<file path="config.mk">
export PLATFORM = sky130hd
export DESIGN_NAME = byte_ring_fifo_line_read
export DESIGN_NICKNAME = d
export VERILOG_FILES = /design/src/hdl/brfifo_pkg.sv /design/src/hdl/brfifo_ram.sv /design/src/hdl/brfifo_front.sv /design/src/hdl/brfifo_back.sv /design/src/hdl/byte_ring_fifo_line_read.sv
export SDC_FILE = /design/constraint.sdc
export NUM_CORES = 1
export LEC_CHECK = 0
export ABC_AREA = 1
export BUFFER_PORTS_ARGS = -buffer_cell sky130_fd_sc_hd__buf_2
export CORE_UTILIZATION = 30
export CTS_BUF_LIST = sky130_fd_sc_hd__clkbuf_8
export DETAILED_ROUTE_END_ITERATION = 16
export PLACE_DENSITY_LB_ADDON = 0.15
export RECOVER_POWER = 50
export SLEW_MARGIN = 20
export SYNTH_ARGS = -nofsm -noshare
export SYNTH_HDL_FRONTEND = slang
export SYNTH_SLANG_ARGS = --single-unit
</file>
<file path="constraint.sdc">
create_clock -name clk -period 10.41 [get_ports clk]
set_input_delay 2.6025 -clock clk [delete_from_list [all_inputs] [get_ports clk]]
set_output_delay 2.6025 -clock clk [all_outputs]
set_load 0.03 [all_outputs]
</file>
<file path="src/hdl/brfifo_pkg.sv">
package brfifo_pkg;

  // storage depth and derived widths
  localparam int DEPTH     = 64;
  localparam int AW        = $clog2(DEPTH);
  localparam int DATA_W    = 8;
  localparam int CNT_W     = 7;
  localparam int CFG_IDX_W = 1;
  localparam int CFG_W     = 8;

  // command queue between front and back
  localparam int QDEPTH = 2;
  localparam int QAW    = $clog2(QDEPTH);
  localparam int QCW    = $clog2(QDEPTH + 1);

  localparam logic [CNT_W-1:0]  CAP_RESET   = CNT_W'(DEPTH);
  localparam logic [DATA_W-1:0] DELIM_RESET = DATA_W'(10);

  typedef enum logic {
    OP_WRITE = 1'b0,
    OP_READ  = 1'b1
  } op_t;

  typedef enum logic [CFG_IDX_W-1:0] {
    REG_CAPACITY  = 1'b0,
    REG_DELIMITER = 1'b1
  } cfg_reg_t;

  typedef struct packed {
    op_t               op;
    logic [DATA_W-1:0] data;
    logic              last;
  } cmd_t;

  typedef struct packed {
    logic [DATA_W-1:0] read_byte;
    logic              has_byte;
    logic              run_last;
    logic              write_accepted;
    logic [CNT_W-1:0]  fill_level;
  } res_t;

  // capacity clamped to 1..DEPTH
  function automatic logic [CNT_W-1:0] eff_cap(input logic [CNT_W-1:0] cap);
    logic [CNT_W-1:0] r;
    if (cap == '0) begin
      r = CNT_W'(1);
    end else if (cap > CNT_W'(DEPTH)) begin
      r = CNT_W'(DEPTH);
    end else begin
      r = cap;
    end
    return r;
  endfunction

  // pointer step with wrap at the clamped capacity
  function automatic logic [AW-1:0] adv_pos(input logic [AW-1:0] pos,
                                            input logic [CNT_W-1:0] cap);
    logic [CNT_W:0] n;
    logic [AW-1:0]  r;
    n = (CNT_W + 1)'(pos) + (CNT_W + 1)'(1);
    if (n >= (CNT_W + 1)'(cap)) begin
      r = '0;
    end else begin
      r = n[AW-1:0];
    end
    return r;
  endfunction

endpackage

</file>
<file path="src/hdl/brfifo_ram.sv">
module brfifo_ram #(
  parameter int DATA_WIDTH = 8,
  parameter int RAM_DEPTH  = 64
) (
  input  logic                         clk,
  input  logic                         we,
  input  logic [$clog2(RAM_DEPTH)-1:0] waddr,
  input  logic [DATA_WIDTH-1:0]        wdata,
  input  logic                         re,
  input  logic [$clog2(RAM_DEPTH)-1:0] raddr,
  output logic [DATA_WIDTH-1:0]        rdata
);

  logic [DATA_WIDTH-1:0] mem_r [RAM_DEPTH];

  always_ff @(posedge clk) begin
    if (we) begin
      mem_r[waddr] <= wdata;
    end
    if (re) begin
      rdata <= mem_r[raddr];
    end
  end

endmodule

</file>
<file path="src/hdl/brfifo_front.sv">
module brfifo_front (
  input  logic                         clk,
  input  logic                         rst_n,
  input  logic                         in_valid,
  output logic                         in_stall,
  input  logic                         in_func,
  input  logic [brfifo_pkg::DATA_W-1:0] in_data_byte,
  input  logic                         in_msg_last,
  output logic                         cmd_valid,
  output brfifo_pkg::cmd_t             cmd,
  input  logic                         cmd_pop
);
  import brfifo_pkg::*;

  cmd_t           q_r [QDEPTH];
  logic [QAW-1:0] wr_ptr_r, wr_ptr_nxt;
  logic [QAW-1:0] rd_ptr_r, rd_ptr_nxt;
  logic [QCW-1:0] cnt_r, cnt_nxt;
  logic           push;
  cmd_t           in_cmd;

  assign in_stall  = (cnt_r == QCW'(QDEPTH));
  assign push      = in_valid && !in_stall;
  assign cmd_valid = (cnt_r != '0);
  assign cmd       = q_r[rd_ptr_r];

  // classify the incoming item
  always_comb begin
    in_cmd.op   = in_func ? OP_READ : OP_WRITE;
    in_cmd.data = in_data_byte;
    in_cmd.last = in_msg_last;
  end

  always_comb begin
    wr_ptr_nxt = wr_ptr_r;
    rd_ptr_nxt = rd_ptr_r;
    cnt_nxt    = cnt_r;
    if (push) begin
      wr_ptr_nxt = (wr_ptr_r == QAW'(QDEPTH - 1)) ? '0 : wr_ptr_r + QAW'(1);
    end
    if (cmd_pop) begin
      rd_ptr_nxt = (rd_ptr_r == QAW'(QDEPTH - 1)) ? '0 : rd_ptr_r + QAW'(1);
    end
    if (push && !cmd_pop) begin
      cnt_nxt = cnt_r + QCW'(1);
    end else if (!push && cmd_pop) begin
      cnt_nxt = cnt_r - QCW'(1);
    end
  end

  always_ff @(posedge clk) begin
    if (!rst_n) begin
      wr_ptr_r <= '0;
      rd_ptr_r <= '0;
      cnt_r    <= '0;
    end else begin
      wr_ptr_r <= wr_ptr_nxt;
      rd_ptr_r <= rd_ptr_nxt;
      cnt_r    <= cnt_nxt;
    end
    if (push) begin
      q_r[wr_ptr_r] <= in_cmd;
    end
  end

endmodule

</file>
<file path="src/hdl/brfifo_back.sv">
module brfifo_back (
  input  logic                            clk,
  input  logic                            rst_n,
  input  logic                            cfg_we,
  input  logic [brfifo_pkg::CFG_IDX_W-1:0] cfg_index,
  input  logic [brfifo_pkg::CFG_W-1:0]    cfg_data,
  input  logic                            cmd_valid,
  input  brfifo_pkg::cmd_t                cmd,
  output logic                            cmd_pop,
  output logic                            out_valid,
  input  logic                            out_stall,
  output brfifo_pkg::res_t                out_res
);
  import brfifo_pkg::*;

  typedef enum logic {
    S_IDLE,
    S_RD_DATA
  } state_t;

  state_t            state_r, state_nxt;
  logic [AW-1:0]     wpos_r, wpos_nxt;
  logic [AW-1:0]     rpos_r, rpos_nxt;
  logic [CNT_W-1:0]  count_r, count_nxt;
  logic              drop_r, drop_nxt;
  logic [CNT_W-1:0]  cap_r;
  logic [DATA_W-1:0] delim_r;
  logic              out_valid_r;
  res_t              out_res_r;
  res_t              res_nxt;
  logic              emit;
  logic              can_emit;
  logic              wr_ok;
  logic              stop;
  logic [CNT_W-1:0]  cap_eff;
  logic              ram_we;
  logic              ram_re;
  logic [AW-1:0]     ram_raddr;
  logic [DATA_W-1:0] ram_rdata;

  assign cap_eff   = eff_cap(cap_r);
  assign can_emit  = !out_valid_r || !out_stall;
  assign out_valid = out_valid_r;
  assign out_res   = out_res_r;

  brfifo_ram #(
    .DATA_WIDTH(DATA_W),
    .RAM_DEPTH (DEPTH)
  ) u_ram (
    .clk  (clk),
    .we   (ram_we),
    .waddr(wpos_r),
    .wdata(cmd.data),
    .re   (ram_re),
    .raddr(ram_raddr),
    .rdata(ram_rdata)
  );

  always_comb begin
    state_nxt = state_r;
    wpos_nxt  = wpos_r;
    rpos_nxt  = rpos_r;
    count_nxt = count_r;
    drop_nxt  = drop_r;
    emit      = 1'b0;
    res_nxt   = out_res_r;
    cmd_pop   = 1'b0;
    ram_we    = 1'b0;
    ram_re    = 1'b0;
    ram_raddr = rpos_r;
    wr_ok     = 1'b0;
    stop      = 1'b0;
    unique case (state_r)
      S_IDLE: begin
        if (cmd_valid && can_emit) begin
          cmd_pop = 1'b1;
          if (cmd.op == OP_WRITE) begin
            wr_ok = !drop_r && (count_r < cap_eff) && (cmd.data != '0);
            if (wr_ok) begin
              ram_we    = 1'b1;
              wpos_nxt  = adv_pos(wpos_r, cap_eff);
              count_nxt = count_r + CNT_W'(1);
            end
            drop_nxt               = !wr_ok && !cmd.last;
            emit                   = 1'b1;
            res_nxt.read_byte      = '0;
            res_nxt.has_byte       = 1'b0;
            res_nxt.run_last       = 1'b1;
            res_nxt.write_accepted = wr_ok;
            res_nxt.fill_level     = count_nxt;
          end else if (count_r == '0) begin
            emit                   = 1'b1;
            res_nxt.read_byte      = '0;
            res_nxt.has_byte       = 1'b0;
            res_nxt.run_last       = 1'b1;
            res_nxt.write_accepted = 1'b0;
            res_nxt.fill_level     = '0;
          end else begin
            // fetch the first byte of the run
            ram_re    = 1'b1;
            ram_raddr = rpos_r;
            state_nxt = S_RD_DATA;
          end
        end
      end
      S_RD_DATA: begin
        if (can_emit) begin
          rpos_nxt               = adv_pos(rpos_r, cap_eff);
          count_nxt              = count_r - CNT_W'(1);
          stop                   = (ram_rdata == delim_r) || (count_r == CNT_W'(1));
          emit                   = 1'b1;
          res_nxt.read_byte      = ram_rdata;
          res_nxt.has_byte       = 1'b1;
          res_nxt.run_last       = stop;
          res_nxt.write_accepted = 1'b0;
          res_nxt.fill_level     = count_nxt;
          if (stop) begin
            state_nxt = S_IDLE;
          end else begin
            ram_re    = 1'b1;
            ram_raddr = rpos_nxt;
          end
        end
      end
      default: begin
        state_nxt = S_IDLE;
      end
    endcase
  end

  always_ff @(posedge clk) begin
    if (!rst_n) begin
      state_r     <= S_IDLE;
      wpos_r      <= '0;
      rpos_r      <= '0;
      count_r     <= '0;
      drop_r      <= 1'b0;
      cap_r       <= CAP_RESET;
      delim_r     <= DELIM_RESET;
      out_valid_r <= 1'b0;
    end else begin
      state_r <= state_nxt;
      wpos_r  <= wpos_nxt;
      rpos_r  <= rpos_nxt;
      count_r <= count_nxt;
      drop_r  <= drop_nxt;
      if (emit) begin
        out_valid_r <= 1'b1;
      end else if (!out_stall) begin
        out_valid_r <= 1'b0;
      end
      if (cfg_we) begin
        unique case (cfg_reg_t'(cfg_index))
          REG_CAPACITY:  cap_r   <= cfg_data[CNT_W-1:0];
          REG_DELIMITER: delim_r <= cfg_data[DATA_W-1:0];
          default: ;
        endcase
      end
    end
    if (emit) begin
      out_res_r <= res_nxt;
    end
  end

endmodule

</file>
<file path="src/hdl/byte_ring_fifo_line_read.sv">
// circular byte fifo with message-wise writes and delimiter-terminated reads
//
// input channel (in_valid / in_stall): one command per transfer. in_func 0
// stores in_data_byte; in_msg_last marks the last byte of a message. a zero
// byte, a full fifo or an earlier refusal in the message drops the rest of
// the message up to its last byte. in_func 1 drains bytes in order until the
// delimiter byte has gone out or the fifo runs empty.
// output channel (out_valid / out_stall): a write gives one transfer with
// out_write_accepted; a read gives one transfer per byte, out_run_last on
// the final one; a read of an empty fifo gives one transfer without a byte.
// config port: cfg_we with cfg_index 0 sets the capacity (1..64, 0 acts as
// 1), index 1 the delimiter; write only while the block is idle.
// timing: the engine handles a write in its idle state; a read fetches the
// first byte from the ram, then gives one byte per cycle while out_stall is
// low, set by the single registered ram read port. a write result passes the
// command queue and output register, a read byte also the ram read register.
// a two-entry command queue sits ahead of the engine.
// reset clears pointers, count and drop state; capacity 64, delimiter 10.
// out_stall holds a valid output register and then freezes the engine in place.
module byte_ring_fifo_line_read (
  input  logic                             clk,
  input  logic                             rst_n,
  input  logic                             in_valid,
  output logic                             in_stall,
  input  logic                             in_func,
  input  logic [brfifo_pkg::DATA_W-1:0]    in_data_byte,
  input  logic                             in_msg_last,
  output logic                             out_valid,
  input  logic                             out_stall,
  output logic [brfifo_pkg::DATA_W-1:0]    out_read_byte,
  output logic                             out_has_byte,
  output logic                             out_run_last,
  output logic                             out_write_accepted,
  output logic [brfifo_pkg::CNT_W-1:0]     out_fill_level,
  input  logic                             cfg_we,
  input  logic [brfifo_pkg::CFG_IDX_W-1:0] cfg_index,
  input  logic [brfifo_pkg::CFG_W-1:0]     cfg_data
);
  import brfifo_pkg::*;

  // queue between front and engine
  logic cmd_valid;
  cmd_t cmd;
  logic cmd_pop;
  res_t out_res;

  brfifo_front u_front (
    .clk         (clk),
    .rst_n       (rst_n),
    .in_valid    (in_valid),
    .in_stall    (in_stall),
    .in_func     (in_func),
    .in_data_byte(in_data_byte),
    .in_msg_last (in_msg_last),
    .cmd_valid   (cmd_valid),
    .cmd         (cmd),
    .cmd_pop     (cmd_pop)
  );

  // execution engine with byte store and output register
  brfifo_back u_back (
    .clk      (clk),
    .rst_n    (rst_n),
    .cfg_we   (cfg_we),
    .cfg_index(cfg_index),
    .cfg_data (cfg_data),
    .cmd_valid(cmd_valid),
    .cmd      (cmd),
    .cmd_pop  (cmd_pop),
    .out_valid(out_valid),
    .out_stall(out_stall),
    .out_res  (out_res)
  );

  assign out_read_byte      = out_res.read_byte;
  assign out_has_byte       = out_res.has_byte;
  assign out_run_last       = out_res.run_last;
  assign out_write_accepted = out_res.write_accepted;
  assign out_fill_level     = out_res.fill_level;

endmodule

</file>
==> summary.md, run 1 <==
| Metric | Value |
|---|---|
| Status | finished with violations |
| Failing checks | max-capacitance violations, max-slew violations |
| Worst slew margin | -176% |
| Area of the multi-input gates | 7310 sq um |
| Layout Area Growth over Synthesis | 11.8% |
| Period minus WS final | 6830 ps |
| # port buffers | 43 |
| Root buf cell | clkbuf_8 |
| Post-CTS Hold Buffers | 0 |
| RSZ-0062 raised after global routing | false |
| Initial antenna violation count | 1 |
| R2R depth | 13 |
| Fmax achieved | 146 MHz |
| Clock Skew | 41.6 ps |
| Number of flops mapped to enable cells by yosys | 558 |
| Arr. time, crit path | 7180 ps |
| Total negative slack | 0 ps |
| # rows | 110 |
| Crit path largest cell delay | 2640 ps |
| Tot Pwr | 0.00917 W |
| Dpl hpwl | 49100 um |
| Die Height | 304 um |
| Maximum capacitance violations | 11 |
| Core box area | 90100 sq um |
| Max-slew violation count | 454 |
| Period utilisation layout | 65.6% |
| Yosys cell types | 44 |
| Synthesized Nets | 2776 |
| GRT Util Overall | 17.7% |
| Post-Synthesis Cells | 2725 |
| Largest net degree at the start of global routing | 147 |
| Post_cts resized | 0 |
| Synthesized cell area | 27400 sq um |
| TritonRoute pass-1 iters | 6 |
| FILL cells | 9219 |
| CTS buffer count | 107 |
| Commonest non-fill, non-tap cells in the layout | nand3_1, edfxtp_1, nand2_1, inv_1, clkbuf_8 |
| Gpl congestion | 0.824 |
| Crit Reg-Reg Endpoint | u_back.u_ram.mem_r[25][1] |
| Final hold vios | 0 |
| Via count | 19100 |
| Initial core utilization | 30.4% |
| Flops & latches, synth | 600 |
| Io pins | 44 |
| H-Tree Depth | 3 |
| Clock Tree Buf Depth | 3 |
| Syn Area/Cell | 10.0 sq um |
| First-pass GRT wire length | 124000 um |
| Leakage | 12.6 nW |
| Peak supply drop | 204 uV |
| Main synth FF type | edfxtp_1 |
| DR WL/cell | 20.3 um |
| CP endpoint kind | flop |
| Seq/Total Area, Yosys | 64.3% |
| Startpoint Class | flop |
| Die area | 92500 sq um |
| PD cells | 300 nW/um^2 |
| Setup crit end | u_back.u_ram.mem_r[25][1] |
| Top cell by count, worst path | nand2_1 |
| Crit-path cells | inv_1 -> nand2_1 -> nand2_2 -> clkbuf_1 -> nor4_1 -> a211oi_1 -> nand2_1 -> nor2_2 -> nand2_1 -> buf_4 -> inv_2 -> nand3_1 -> nor2_1 |
| Vias per std cell | 4.73 |
| Share of cells above drive strength 1 | 7.78% |
| Syn. warnings | 0 |
| CTS Sinks | 600 |
| Critical path class | flop to flop |
| Most common cell after layout, fill and taps aside | nand3_1 |
| Postcts setup bufs | 0 |
| Vias in the first global route | 19000 |
| Die width | 304 um |
| Residual DRC | 0 |
| Worst hold path type | flop to flop |
| Clock-pin slew on the worst setup and hold paths | 60 ps |
| Layout net count | 2828 |
| Slowest CP cell | clkbuf_1 |
| Max Fanout on Critical Path | 65 |
| WP data required | 10750 ps |
| Slew at the pin closest to its max-slew limit | 4150 ps |
| CTS tree | built |
| Worst skew pair latency | 730 ps |
| DR iter-0 viols | 1478 |
| Total grt overflow | 0 |
| Final wirelength | 82100 um |
| Final setup viols | 0 |
| Register area | 17600 sq um |
| Synth async-reset ratio | 0% |
| Setup slack, reg-to-reg | 3580 ps |
| Final antenna-violating net count | 0 |
[worst min-delay path by stage]
stage	startpoint	endpoint	slack (ps)	depth (start not counted)
2_1_floorplan	u_back.delim_r[4]	u_back.delim_r[4]	440	2
3_3_place_gp	u_front.rd_ptr_r	u_front.rd_ptr_r	460	2
3_5_place_dp	u_front.rd_ptr_r	flop	470	2
4_1_cts	u_front.rd_ptr_r	flop	470	2
5_1_grt	u_back.delim_r[0]	u_back.delim_r[0]	500	2
6_report	u_front.rd_ptr_r	flop	470	2
[cells by family after synthesis]
group                    share of synthesized area, %
AO/OA/AOI/OAI                                    2.18
AND/OR/NAND/NOR                                  22.6
flip-flops                                       64.3
XOR/XNOR                                        0.352
buffers and inverters                            9.39
adder cells (fa/ha/maj)                          1.23
[registers in the layout (all words and copies together) (netlist names), named ones only]
name / cells
u_back.u_ram.mem_r: 512
u_back.drop_r: 1
u_back.out_valid: 1
u_front.cnt_r: 2
u_back.rpos_r: 6
u_back.cap_r: 7
u_front.rd_ptr_r: 1
u_front.wr_ptr_r: 1
u_back.count_r: 7
u_back.out_res: 18
u_back.state_r: 1
u_back.delim_r: 8
u_front.q_r: 20
u_back.u_ram.rdata: 8
u_back.wpos_r: 6
[power breakdown]
| part | internal (W) | switching (W) | leakage, nW |
|---|---|---|---|
| Clock | 0.00102 | 0.000998 | 1.15 |
| Combinational | 0.000920 | 0.00292 | 6.10 |
| Sequential | 0.00317 | 0.000144 | 5.40 |
| Total | 0.00511 | 0.00406 | 12.6 |
[cell usage after synthesis, types with 2 or more instances]
cell | count | area (sq um)
nor2_2 | 3 | 18.8
clkinv_1 | 4 | 15.0
nand4_1 | 2 | 12.5
nand3_2 | 3 | 30.0
nor3_1 | 12 | 60.1
edfxtp_1 | 558 | 16800
o21ai_1 | 4 | 20.0
nor2_4 | 2 | 22.5
inv_1 | 491 | 1840
o21ai_0 | 42 | 210
buf_1 | 8 | 30.0
nand2_2 | 5 | 31.3
nor4_1 | 3 | 18.8
a21boi_0 | 5 | 37.5
nand3b_1 | 80 | 601
o211ai_1 | 5 | 37.5
nand3_1 | 566 | 2830
xor2_1 | 10 | 87.6
buf_2 | 69 | 345
o22ai_1 | 3 | 18.8
nand2_1 | 558 | 2090
a21oi_1 | 40 | 200
buf_4 | 24 | 180
dfxtp_1 | 42 | 841
inv_2 | 7 | 26.3
clkbuf_1 | 28 | 105
nor2_1 | 106 | 398
ha_1 | 27 | 338
o21ai_2 | 3 | 26.3
[layout make-up]
class | instances | share of cell area (%)
Antenna cell | 2 | 0.0164
Clock buffer | 112 | 5.04
Clock inverter | 86 | 1.26
Inverter | 502 | 6.16
Multi-Input combinational cell | 1492 | 23.9
Sequential cell | 600 | 57.5
Tap cell | 1176 | 4.81
Timing Repair Buffer | 74 | 1.31
[metrics by stage]
| step | hold WS [ps] | cell area [sq um] | setup WS [ps] | cells | util, % |
|---|---|---|---|---|---|
| after detailed placement | 466 | 28700 | 3380 | 3844 | 31.9 |
| after global routing | 498 | 30600 | 3000 | 4044 | 33.9 |
| after CTS | 475 | 30600 | 4170 | 4042 | 34.0 |
| final | 471 | 30600 | 3580 | 4044 | 33.9 |
| after global placement | 457 | 28700 | 3450 | 3843 | 31.8 |
| after floorplan | 444 | 27400 | 6090 | 2725 | - |
[critical path: cells and delay by family, from the launching register on]
kind | cells | cell delay (ps)
buffers and inverters | 4 | 3330
DFF | 1 | 440
and+or+nand+nor | 8 | 2250
AOI/OAI and AO/OA | 1 | 380
[per-layer routing]
layer	global-route usage, %	vias up	part of all wire [%]
li1	-	9157	-
met4	5.23	0	2.4
met3	2.74	133	5.0
met1	24.7	9322	47
met5	0	-	0
met2	28.2	525	46
Power figures use the tool's default switching activity.
==> inputs of run 2 (changes only) <==
Settings changed: ABC_AREA 1 to 0.
Clock period 10.41 ns to 7 ns, I/O delays scaled along.
==> run 2 against run 1 <==
  * The run still ends with max-capacitance violations, max-slew violations left
  * Final cell count shrank 14%
  * Die area shrank 0.51%
  * Non-clock buffer count grew 18
  * Clock-buffer cell count is the same
  * Cell area shrank 0.30%
  * Flip-flop and latch count is the same
  * Utilization is essentially flat
  * First-iteration DRC count grew 9.2%
  * Total power grew 11%
  * Maximum frequency grew 20%
  * Critical endpoint is now u_back.u_ram.rdata[6]
==> summary.md, run 2 <==
| Metric | Value |
|---|---|
| Status | finished with violations |
| Failing checks | max-capacitance violations, max-slew violations |
| Int Power | 0.00672 W (+32%) |
| Layout net count | 2257 (-20%) |
| Synth area leader | edfxtp_1 |
| # port buffers | 43 (unchanged) |
| Post-CTS Hold Buffers | 0 (unchanged) |
| Number of flops mapped to enable cells by yosys | 558 (unchanged) |
| Critical path class | flop to flop |
| Seq pwr share | 45.4% (+9.2 points) |
| Crit path largest cell delay | 920 ps (-1720 ps) |
| Final hold vios | 0 (unchanged) |
| CP endpoint kind | flop |
| Syn Area/Cell | 12.5 sq um (+25%) |
| Die width | 303 um (-0.25%) |
| CTS Sinks | 600 (unchanged) |
| Yosys cell types | 65 (+48%) |
| Peak supply drop | 188 uV (-7.8%) |
| Period utilisation layout | 81.5% (+16 points) |
| Largest reg by FF count | u_back.u_ram.mem_r |
| Clock Skew | 32.9 ps (-8.68 ps) |
| Clock-pin slew on the worst setup and hold paths | 70 ps (about the same) |
| # rows | 110 (unchanged) |
| Seq/Total Area, Yosys | 64.6% (+0.33 points) |
| Initial antenna violation count | 2 (+1) |
| Top cells by area, synth | edfxtp_1, mux2i_1, nand2_1, dfxtp_1, nand3_1 |
| Met3 Usage GRT | 3.21% (+0.48 points) |
| Final wirelength | 87000 um (+6.0%) |
| Most common cell in the netlist | edfxtp_1 |
| Dpl hpwl | 52600 um (+7.1%) |
| Syn. warnings | 0 (unchanged) |
| Worst slew margin | -174% (+1.9 points) |
| Number of flip-flops in the largest register | 512 (unchanged) |
| Maximum capacitance violations | 8 (-3) |
| Sw Ratio | 34.2% (-10 points) |
| Grt peak-use layer | met2 |
| Total grt overflow | 0 (unchanged) |
| DR WL/cell | 25.1 um (+24%) |
| TritonRoute pass-1 iters | 5 (-1) |
| Final antenna-violating net count | 0 (unchanged) |
| Gpl congestion | 0.832 (+0.87%) |
| Synthesized cell area | 27200 sq um (-0.51%) |
| Met1 usage | 26.1% (+1.4 points) |
| Top cell by count, worst path | nor4_1 |
| Arr. time, crit path | 6190 ps (-990 ps) |
| Synthesized Nets | 2225 (-20%) |
| Clock Power Share | 29.9% (+7.9 points) |
| Main synth FF type | edfxtp_1 |
| GRT met2 Usage | 30.6% (+2.4 points) |
| Net Switching | 0.00350 W (-14%) |
| Synth top cells by count | edfxtp_1, nand2_1, nand3_1 |
| Via count | 18600 (-2.6%) |
| Total negative slack | 0 ps (unchanged) |
| Buf/Inv on CP | 0 (-4) |
| Io pins | 44 (unchanged) |
| Vias per std cell | 5.37 (+14%) |
| Worst skew pair latency | 730 ps (about the same) |
| Post_cts resized | 0 (unchanged) |
| Commonest non-fill, non-tap cells in the layout | edfxtp_1, nand2_1, nand3_1, a21oi_1, mux2i_1 |
| Largest net degree at the start of global routing | 83 (-44%) |
| Residual DRC | 0 (unchanged) |
| Root buf cell | clkbuf_8 |
| Period minus WS final | 5700 ps (-1130 ps) |
| Final setup viols | 0 (unchanged) |
| Share of the synthesized area in the top cell type | 61.5% (+0.31 points) |
| Fmax achieved | 175 MHz (+20%) |
| Most common cell after layout, fill and taps aside | edfxtp_1 |
| WP data required | 7490 ps (-3260 ps) |
| RSZ-0062 raised after global routing | false |
| Flops & latches, synth | 600 (unchanged) |
| Setup slack, reg-to-reg | 1300 ps (-2280 ps) |
| CP top delay family | simple AND/OR/NAND/NOR gates |
| Max-slew violation count | 474 (+4.4%) |
| Slew at the pin closest to its max-slew limit | 4120 ps (-29.0 ps) |
| Postcts setup bufs | 0 (unchanged) |
| DR iter-0 viols | 1614 (+9.2%) |
| Vias in the first global route | 18600 (-2.1%) |
| Setup WS post-layout | 1300 ps (-2280 ps) |
| CTS tree | built |
| Post-Synthesis Cells | 2174 (-20%) |
| Crit-path cells | xor2_1 -> nor4_1 -> a22o_4 -> or4_1 -> and2_4 -> mux2i_1 -> a221oi_1 -> nor4_1 -> nand3_1 -> o211a_1 |
| GRT Util Overall | 18.9% (+1.2 points) |
| Leakage | 10.0 nW (-21%) |
| Layout Area Growth over Synthesis | 12.0% |
| Combinational share of power | 24.7% (-17 points) |
| Max Fanout on Critical Path | 63 (-3.1%) |
| Share of cells above drive strength 1 | 12.3% (+4.6 points) |
| Die area | 92000 sq um (-0.51%) |
| Die Height | 303 um (-0.25%) |
| Synth async-reset ratio | 0% (unchanged) |
| H-Tree Depth | 3 (unchanged) |
| Initial core utilization | 30.3% (-0.11 points) |
| PD cells | 335 nW/um^2 (+12%) |
| Core box area | 90000 sq um (-0.15%) |
| Startpoint Class | flop |
| First-pass GRT wire length | 127000 um (+2.3%) |
| CTS buffer count | 104 (-2.8%) |
| Worst hold path type | flop to flop |
| Slowest CP cell | and2_4 |
| Clock Tree Buf Depth | 3 (unchanged) |
| Pre-CTS WS | 1100 ps (-2290 ps) |
run 2: final cells by class:
| cell class | instances | area (sq um) |
|---|---|---|
| fill | 8967 | 59500 |
| inverter | 13 | 48.8 |
| tap | 1176 | 1470 |
| sequential | 600 | 17600 |
| clock buffer | 112 | 1540 |
| timing repair buffer | 92 | 566 |
| antenna | 1 | 2.50 |
| multi-input combinational | 1395 | 8860 |
| clock inverter | 80 | 410 |
run 2: metal layers:
metal | vias up | routed length (um)
met2 | 539 | 40900
li1 | 8445 | -
met5 | - | 0
met4 | 0 | 1770
met1 | 9538 | 40000
met3 | 117 | 4350
run 2: worst paths after layout:
path / from / to / cells past startpoint
worst min-delay path: u_back.delim_r[4] / u_back.delim_r[4] / 2
worst min register to register: u_back.delim_r[4] / u_back.delim_r[4] / 2
worst max register to register: u_back.u_ram.rdata[5] / u_back.u_ram.rdata[6] / 10
worst max-delay path: u_back.u_ram.rdata[5] / u_back.u_ram.rdata[6] / 10
run 2: metrics by stage:
| stage | area, sq um | instances | power (W) | hold slack [ps] | util (%) |
|---|---|---|---|---|---|
| CTS | 30500 | 3468 | 0.0103 | 473 | 33.9 |
| floorplan | 27200 | 2174 | 0.00624 | 406 | - |
| detailed placement | 28600 | 3276 | 0.00723 | 465 | 31.8 |
| global route | 30500 | 3469 | 0.0107 | 499 | 33.9 |
| finish | 30500 | 3469 | 0.0102 | 473 | 33.9 |
| global placement | 28600 | 3276 | 0.00719 | 460 | 31.7 |
run 2: power by group through the flow:
| stage | registers, W | clock network, W | logic, W |
|---|---|---|---|
| final | 0.00464 | 0.00305 | 0.00253 |
| after global routing | 0.00466 | 0.00328 | 0.00274 |
| after floorplan | 0.00468 | 0 | 0.00156 |
| after detailed placement | 0.00465 | 0 | 0.00258 |
| after global placement | 0.00464 | 0 | 0.00255 |
| after CTS | 0.00457 | 0.00314 | 0.00259 |
run 2: kinds of logic (layout without fill, tap and decap cells):
kind of cell / after synthesis / in the layout / synth area share [%]
xor gates and xnor gates: 30 / 30 / 0.965
and+or+nand+nor: 684 / 684 / 11.4
buffers and inverters: 179 / 297 / 3.11
adders and majority gates: 27 / 27 / 1.24
other: 0 / 1 / 0
DFF: 600 / 600 / 64.6
AOI/OAI and AO/OA: 478 / 478 / 11.9
muxes: 176 / 176 / 6.77
run 2: worst min-delay path: cells and delay by family (launching register included):
| kind | cells | cell delay (ps) |
|---|---|---|
| DFF | 1 | 320 |
| and+or+nand+nor | 1 | 60 |
| AOI/OAI and AO/OA | 1 | 50 |
